`config.mk`:
```
export PLATFORM = sky130hd
export DESIGN_NAME = sorted_array_priority_queue
export DESIGN_NICKNAME = d
export VERILOG_FILES = /design/src/rtl/core/sapq_pkg.sv /design/src/rtl/core/sapq_cell.sv /design/src/rtl/core/sorted_array_priority_queue.sv
export SDC_FILE = /design/constraint.sdc
export NUM_CORES = 2
export LEC_CHECK = 0
export BUFFER_PORTS_ARGS = -buffer_cell sky130_fd_sc_hd__buf_2
export CORE_MARGIN = 5
export CORE_UTILIZATION = 55
export DETAILED_ROUTE_END_ITERATION = 10
export GPL_TIMING_DRIVEN = 1
export HOLD_SLACK_MARGIN = 0.15
export MAX_ROUTING_LAYER = met4
export PLACE_DENSITY = 0.74
export SLEW_MARGIN = 5
export SYNTH_ARGS = -nofsm -noshare
export SYNTH_HDL_FRONTEND = slang
export SYNTH_SLANG_ARGS = --single-unit
export TNS_END_PERCENT = 30
```
`constraint.sdc`:
```
create_clock -name clk -period 5.9 [get_ports clk]
set_clock_uncertainty 0.2 [all_clocks]
set_input_delay 0.295 -clock clk [delete_from_list [all_inputs] [get_ports clk]]
set_output_delay 0.295 -clock clk [all_outputs]
set_load 0.02 [all_outputs]
```
`src/rtl/core/sapq_pkg.sv`:
```
// Shared types and codes for the sorted array priority queue.
// No dependencies.
package sapq_pkg;

  localparam int DATA_W = 32;
  localparam int ACT_W = 2;
  localparam int ST_W = 2;
  localparam int CNT_OUT_W = 5;
  localparam int DEF_CAPACITY = 16;

  localparam logic [ACT_W-1:0] ACT_INSERT = 2'd0;
  localparam logic [ACT_W-1:0] ACT_REMOVE = 2'd1;
  localparam logic [ACT_W-1:0] ACT_PEEK = 2'd2;

  localparam logic [ST_W-1:0] ST_OK = 2'd0;
  localparam logic [ST_W-1:0] ST_OVERFLOW = 2'd1;
  localparam logic [ST_W-1:0] ST_UNDERFLOW = 2'd2;

  typedef struct packed {
    logic vld;
    logic signed [DATA_W-1:0] val;
  } cell_t;

  typedef struct packed {
    logic ins;
    logic rem;
    logic signed [DATA_W-1:0] value;
  } ctl_t;

endpackage

```
`src/rtl/core/sapq_cell.sv`:
```
// One queue cell: holds one entry and its valid bit, shifts with its neighbors.
// Depends on sapq_pkg.
module sapq_cell (
  input  logic           clk,
  input  logic           rst,
  input  sapq_pkg::ctl_t ctl,
  input  sapq_pkg::cell_t left,
  input  logic           left_ge,
  input  sapq_pkg::cell_t right,
  output sapq_pkg::cell_t q,
  output logic           ge,
  output sapq_pkg::cell_t nxt
);

  assign ge = !q.vld || (q.val >= ctl.value);

  always_comb begin
    nxt = q;
    priority if (ctl.rem) begin
      nxt = right;
    end else if (ctl.ins && ge) begin
      if (left_ge) begin
        nxt = left;
      end else begin
        nxt.vld = 1'b1;
        nxt.val = ctl.value;
      end
    end
  end

  always_ff @(posedge clk) begin
    if (rst) begin
      q.vld <= 1'b0;
    end else begin
      q.vld <= nxt.vld;
    end
    q.val <= nxt.val;
  end

endmodule

```
`src/rtl/core/sorted_array_priority_queue.sv`:
```
// Top level of the sorted min priority queue: a chain of compare-and-shift cells.
// Depends on sapq_pkg and sapq_cell.
//
//  channel | dir | tdata fields (low bit up)
//  s       | in  | action[1:0], value[33:2], zero pad [39:34]
//  m       | out | front_value[31:0], front_valid[32], status[34:33], entry_count[39:35]
//
// One word per cycle while no result waits unread: every cell compares against
// the new value and shifts in the same cycle, whatever the fill.
// The result is registered; a new word is taken while the result is taken
// the same cycle, and input stalls only while a result waits unread.
// Reset empties the queue; entry contents stay undefined until written.
module sorted_array_priority_queue #(
  parameter int CAPACITY = sapq_pkg::DEF_CAPACITY
) (
  input  logic        clk,
  input  logic        rst,
  input  logic        s_tvalid,
  output logic        s_tready,
  input  logic [39:0] s_tdata,   // action[1:0], value[33:2]
  output logic        m_tvalid,
  input  logic        m_tready,
  output logic [39:0] m_tdata    // front_value, front_valid, status, entry_count
);

  localparam int CNT_W = $clog2(CAPACITY + 1);

  logic [sapq_pkg::ACT_W-1:0] action;
  logic signed [sapq_pkg::DATA_W-1:0] value;
  logic accept;
  logic full;
  logic empty;
  logic [CNT_W-1:0] count;
  logic [CNT_W-1:0] count_next;
  logic [sapq_pkg::ST_W-1:0] status;
  sapq_pkg::ctl_t ctl;
  sapq_pkg::cell_t cells [CAPACITY];
  sapq_pkg::cell_t nxts [CAPACITY];
  logic [CAPACITY-1:0] ges;
  logic [CAPACITY-1:0] vlds;
  logic [39:0] result;

  assign action = s_tdata[1:0];
  assign value = s_tdata[33:2];
  assign s_tready = !m_tvalid || m_tready;
  assign accept = s_tvalid && s_tready;
  assign full = cells[CAPACITY-1].vld;
  assign empty = (count == '0);

  assign ctl.ins = accept && (action == sapq_pkg::ACT_INSERT) && !full;
  assign ctl.rem = accept && (action == sapq_pkg::ACT_REMOVE) && !empty;
  assign ctl.value = value;

  genvar i;
  generate
    for (i = 0; i < CAPACITY; i++) begin : g_cell
      sapq_pkg::cell_t left;
      sapq_pkg::cell_t right;
      logic left_ge;
      if (i == 0) begin : g_head
        assign left = '{vld: 1'b1, val: value};
        assign left_ge = 1'b0;
      end else begin : g_body
        assign left = cells[i-1];
        assign left_ge = ges[i-1];
      end
      if (i == CAPACITY - 1) begin : g_tail
        assign right = '{vld: 1'b0, val: '0};
      end else begin : g_mid
        assign right = cells[i+1];
      end
      sapq_cell u_cell (
        .clk     (clk),
        .rst     (rst),
        .ctl     (ctl),
        .left    (left),
        .left_ge (left_ge),
        .right   (right),
        .q       (cells[i]),
        .ge      (ges[i]),
        .nxt     (nxts[i])
      );
      assign vlds[i] = cells[i].vld;
    end
  endgenerate

  always_comb begin
    count_next = count;
    status = sapq_pkg::ST_OK;
    unique case (action)
      sapq_pkg::ACT_INSERT: begin
        if (full) begin
          status = sapq_pkg::ST_OVERFLOW;
        end else begin
          count_next = count + 1'b1;
        end
      end
      sapq_pkg::ACT_REMOVE: begin
        if (empty) begin
          status = sapq_pkg::ST_UNDERFLOW;
        end else begin
          count_next = count - 1'b1;
        end
      end
      default: begin
        if (empty) begin
          status = sapq_pkg::ST_UNDERFLOW;
        end
      end
    endcase
  end

  assign result = {sapq_pkg::CNT_OUT_W'(count_next), status, nxts[0].vld,
                   (nxts[0].vld ? nxts[0].val : {sapq_pkg::DATA_W{1'b0}})};

  always_ff @(posedge clk) begin
    if (rst) begin
      count <= '0;
      m_tvalid <= 1'b0;
    end else begin
      if (accept) begin
        count <= count_next;
        m_tvalid <= 1'b1;
      end else if (m_tready) begin
        m_tvalid <= 1'b0;
      end
    end
  end

  always_ff @(posedge clk) begin
    if (accept) begin
      m_tdata <= result;
    end
  end

  a_count_matches_cells: assert property (@(posedge clk) disable iff (rst)
    int'(count) == $countones(vlds))
    else $error("live count disagrees with valid cells");

  a_full_implies_head: assert property (@(posedge clk) disable iff (rst)
    cells[CAPACITY-1].vld |-> cells[0].vld)
    else $error("tail cell valid while head empty");

  a_head_is_min: assert property (@(posedge clk) disable iff (rst)
    cells[1].vld |-> (cells[0].vld && (cells[0].val <= cells[1].val)))
    else $error("head cell not the smallest entry");

  a_overflow_holds: assert property (@(posedge clk) disable iff (rst)
    (accept && (action == sapq_pkg::ACT_INSERT) && full) |=> $stable(count))
    else $error("count changed on overflowing insert");

endmodule
```
== After elaboration in Yosys (flattened, before gate mapping) ==
Index checks and enable logic that the tools add are counted.

* $add $sub $neg: 2
* Magnitude comparators: 16
* Equality and inequality tests: 1
* Mux-type cells: 53
* Reductions and logical operators: 74

{| class="wikitable"
|+ Operators with widths
! operator !! number
|-
| two-way mux 33 bit || 45
|-
| >= comparator 32 bit || 16
|-
| nonzero test 2 bit || 15
|-
| logical AND 1 bit || 21
|-
| zero test 1 bit || 18
|-
| logical OR 1 bit || 17
|-
| two-way mux 5 bit || 2
|-
| one-hot mux 5 bit (2 select lines) || 1
|-
| adder 5 x 1 -> 5 bit (second input constant) || 1
|-
| zero test 5 bit || 1
|-
| subtractor 5 x 1 -> 5 bit (second input constant) || 1
|-
| two-way mux 2 bit || 2
|-
| two-way mux 1 bit || 3
|-
| == test 2 x 1 -> 1 bit (second input constant) || 1
|-
| zero test 2 bit || 1
|-
| OR reduction 2 bit || 1
|}

* Bits in registers: 574
* Bits of input ports: 44
* Output and inout bits: 42

== Depth between registers and ports, before layout ==
* Word-level depth: 8
* Depth in mapped cells: 15
* Depth with buffers taken out: 10

== Cells and area by module ==
A second synthesis with hierarchy kept.

* Cells, all modules: 5569
* Area, all modules: 43120.1 um2

{| class="wikitable"
|+ By module, submodules not included
! module !! times used !! cells an instance !! area each (um2)
|-
| sapq_cell || 16 || 339 || 2571.2
|-
| sorted_array_priority_queue || 1 || 145 || 1980.6
|}

== Worst setup path after synthesis ==
Ideal clock, no wire load.

* Path kind: input to register
* Start: in s_tdata[21]
* End: reg g_cell[13].u_cell.q[0] in the netlist's numbering, enable pin
* Setup time: 0.389 ns
* Arrival time: 3.731 ns
* Path slack: 1.580 ns
* Stages: 13
* Cell sequence: clkbuf_1 buf_2 inv_1 ha_1 a21oi_1 o21ai_0 a221oi_1 nor2_1 nor4_1 mux2i_2 buf_6 nand2_1 nand2_1

* Word-level cells in the longest chain between the ends: 4

{| class="wikitable"
|+ RTL lines
! what !! RTL line !! source
|-
| start: declaration || sorted_array_priority_queue.sv:20 || <nowiki>input logic [39:0] s_tdata,</nowiki>
|-
| >= comparator 32 bit || sapq_cell.sv:15 || <nowiki>assign ge = !q.vld || (q.val >= ctl.value);</nowiki>
|-
| logical OR 1 bit || sapq_cell.sv:15 ||
|-
| logical AND 1 bit || sapq_cell.sv:21 || <nowiki>end else if (ctl.ins && ge) begin</nowiki>
|-
| nonzero test 2 bit (no source line) || n/a ||
|-
| end: declaration || sapq_cell.sv:10 || <nowiki>output sapq_pkg::cell_t q,</nowiki>
|}

No other way between the ends.
A chain may end at the register's enable or synchronous reset.

== Worst setup path after layout ==
* Start: in s_tdata[19]
* End: reg g_cell[10].u_cell.q[28] in the netlist's numbering, enable pin

* Word-level cells in the longest chain between the ends: 4

{| class="wikitable"
|+ RTL lines
! what !! RTL line
|-
| >= comparator 32 bit || sapq_cell.sv:15
|-
| logical OR 1 bit || sapq_cell.sv:15
|-
| logical AND 1 bit || sapq_cell.sv:21
|-
| nonzero test 2 bit (no source line) || n/a
|-
| end: declaration || sapq_cell.sv:10
|}

No other way between the ends.

==> flow_summary.yaml <==
run_status:
  outcome: "finished, final reports clean"
place:
  io_buffers: 79
  dp.cells: 4715
  place_hpwl_um: 77700
  gp_congestion: 0.909
clock_network:
  clk_pin_slew_worst_paths_ns: 0.06
  clk_path_buf_depth: 3
  h-tree-depth: 3
  ctsResizeCount: 0
  post_cts_buffers: 0
  clk_latency_ns: 0.62
  cts_tree: "built"
  ctsHoldBuffers: 40
  cts.sinks: 574
  cts_root_buffer: "clkbuf_16"
  numCtsBuffers: 66
synth:
  ys_ff_latch: 574
  synth_flop_cell: "edfxtp_1"
  syn-num-nets: 4415
  synthTopCellsByCount: "nand2_1, edfxtp_1, ha_1, mux2i_1, o21ai_0"
  synthArstFlopShare: 0
  synth_cell_types: 67
  synth_enable_flop_cells: 488
  syn_area_per_cell_um2: 10.0
  yosysMostFrequentCell: "nand2_1"
  ys_seq_area_frac: 0.419
  synth_warnings: 0
  yosysTopAreaCell: "edfxtp_1"
  synth_top_cell_area_share: 0.375
  synth_area_um2: 39100
  synthTopCellsByArea: "edfxtp_1, ha_1, mux2i_1"
  netlist_instances: 3889
setup_path:
  worstSetupPathType: "in -> reg"
  critPathLaunch: "s_tdata[19]"
  worstReg2RegStart: "g_cell[10].u_cell.q[19]$_DFFE_PP_"
  cp-end-kind: "flip-flop"
  path_max_fanout: 25
  cp.required_ns: 5.99
  crit_path_start_kind: "input port"
  cp.arrival_ns: 5.10
power:
  finalPower_uw: 11500
  irDropWorstVdd_mv: 0.276
  p_leak_uw: 0.0189
  powerDensity_nw_per_um2: 269
min_path:
  holdCritStartpoint: "count[3]$_SDFFE_PP0P_"
  hp-class: "reg -> reg"
global_route:
  track_usage: 0.272
  grt_overflow_total: 0
  grt_antenna_before_repair: 2
  grt_max_degree: 189
  grt_pass1_wl_um: 165000
  first_global_vias: 30748
die:
  coreArea_um2: 70300
  dieArea_um2: 76400
  chipWidth_um: 276
  initial_utilization: 0.556
  io_pins: 86
  die_y_um: 276
  core.rowCount: 97
detailed_routing:
  drtIter0Drc: 2802
  vias: 30632
  via_per_inst: 6.28
  drt_wl_total_um: 105000
  antenna_left: 0
  drt_first_pass_iters: 6
  wl_per_cell_um: 21.5
  drc_errors: 0
job:
  drv_cap: 0
timing:
  tns_ns: 0
  maxSlewHeadroom: 0.261
  fmax_mhz: 200
  setup_viol: 0
  rsz0062_at_grt: "no"
  worst_pin_slew_ns: 1.10
  final_hold_viol_count: 0
  finalCritPeriodShare: 0.849
  post-route-min-period_ns: 5.01
  finalMaxSlewViolations: 0
layout:
  nNetsFinal: 4409
  num-fill-cells: 5723
  instances_no_fill: 4876
  multiInputGateArea_um2: 21200
  final-seq-area_um2: 16400
  drive_above_1_share: 0.0709
  area_growth_pct: 9.56
[registers in the layout, indices dropped and copies added, names as in the netlist]
register / flops
g_cell.u_cell.q: 528
m_tdata: 40
count: 5
m_tvalid: 1
[layout make-up]
type / instances / share of cell area
diodes: 2 / 0.000117
repair buffers: 191 / 0.0356
well taps: 940 / 0.0275
clock buffers: 99 / 0.0459
multi-input cells: 2970 / 0.497
flip-flops and latches: 574 / 0.383
inverters: 80 / 0.00702
clock inverters: 20 / 0.00462
[path summary, 6_finish.rpt]
check | to | slack (ns) | cells after the start
setup reg to reg | g_cell[10].u_cell.q[28]$_DFFE_PP_ | 1.56 | 9
setup / recovery | g_cell[10].u_cell.q[28]$_DFFE_PP_ | 0.89 | 12
hold / removal | count[3]$_SDFFE_PP0P_ | 0.32 | 2
hold reg to reg | count[3]$_SDFFE_PP0P_ | 0.32 | 2
[stage by stage]
stage	utilization	hold WS, ns	setup slack (ns)	cell area (um^2)
floorplan	-	0.167	1.58	39100
global placement	0.572	0.298	1.01	40200
detailed placement	0.572	0.309	0.941	40200
CTS	0.609	0.320	1.01	42800
global route	0.609	0.351	0.773	42800
finish	0.609	0.325	0.894	42800
[where the power goes]
group | switching (uW) | total (uW) | internal, uW
registers | 277 | 5160 | 4880
logic | 1320 | 2150 | 827
clock network | 1740 | 4220 | 2480
total | 3340 | 11500 | 8180
[worst max-delay path, stage by stage]
cell and delay [ns]:
dlygate4sd3_1 0.52, buf_2 0.35, inv_1 0.41, ha_1 0.43, a21oi_1 0.14, o21ai_0 0.13, a221o_1 0.50, a2111oi_0 0.64
nor3b_2 0.28, mux2_2 0.58, a21o_1 0.51, buf_12 0.26
[logic make-up after synthesis]
logic type	share of synthesized area
adders and majority gates	0.154
muxes	0.125
DFF	0.419
buffers and inverters	0.0401
xor gates and xnor gates	0.000449
AOI/OAI and AO/OA	0.146
and+or+nand+nor	0.115
[layout by cell type, fill, tap and decap left out, types with 9 or more instances in the layout]
master / count
nor4_1: 14
inv_1: 79
buf_12: 15
mux2i_1: 474
o21ai_0: 339
o211ai_1: 24
clkbuf_1: 21
nand2_1: 602
a211oi_1: 14
a21oi_1: 239
clkinv_2: 10
nor2_1: 86
ha_1: 482
dfxtp_1: 86
a311oi_1: 41
buf_4: 57
nor2b_1: 22
a31oi_1: 39
dlygate4sd3_1: 40
a21o_1: 26
and4_1: 9
or3_1: 9
a2111o_1: 9
o21ai_1: 180
edfxtp_1: 488
o221ai_1: 15
clkbuf_16: 72
a221oi_1: 16
nand4_1: 102
buf_2: 79
nand3_1: 103
nor3_1: 21
[routing by layer]
layer / GRT usage / part of all wire / vias up
met5: - / 0 / -
met4: 0.0656 / 0.021 / 0
met3: 0.0656 / 0.085 / 179
met2: 0.428 / 0.46 / 1010
met1: 0.358 / 0.43 / 14770
li1: - / - / 14673
Power figures use the tool's default switching activity.
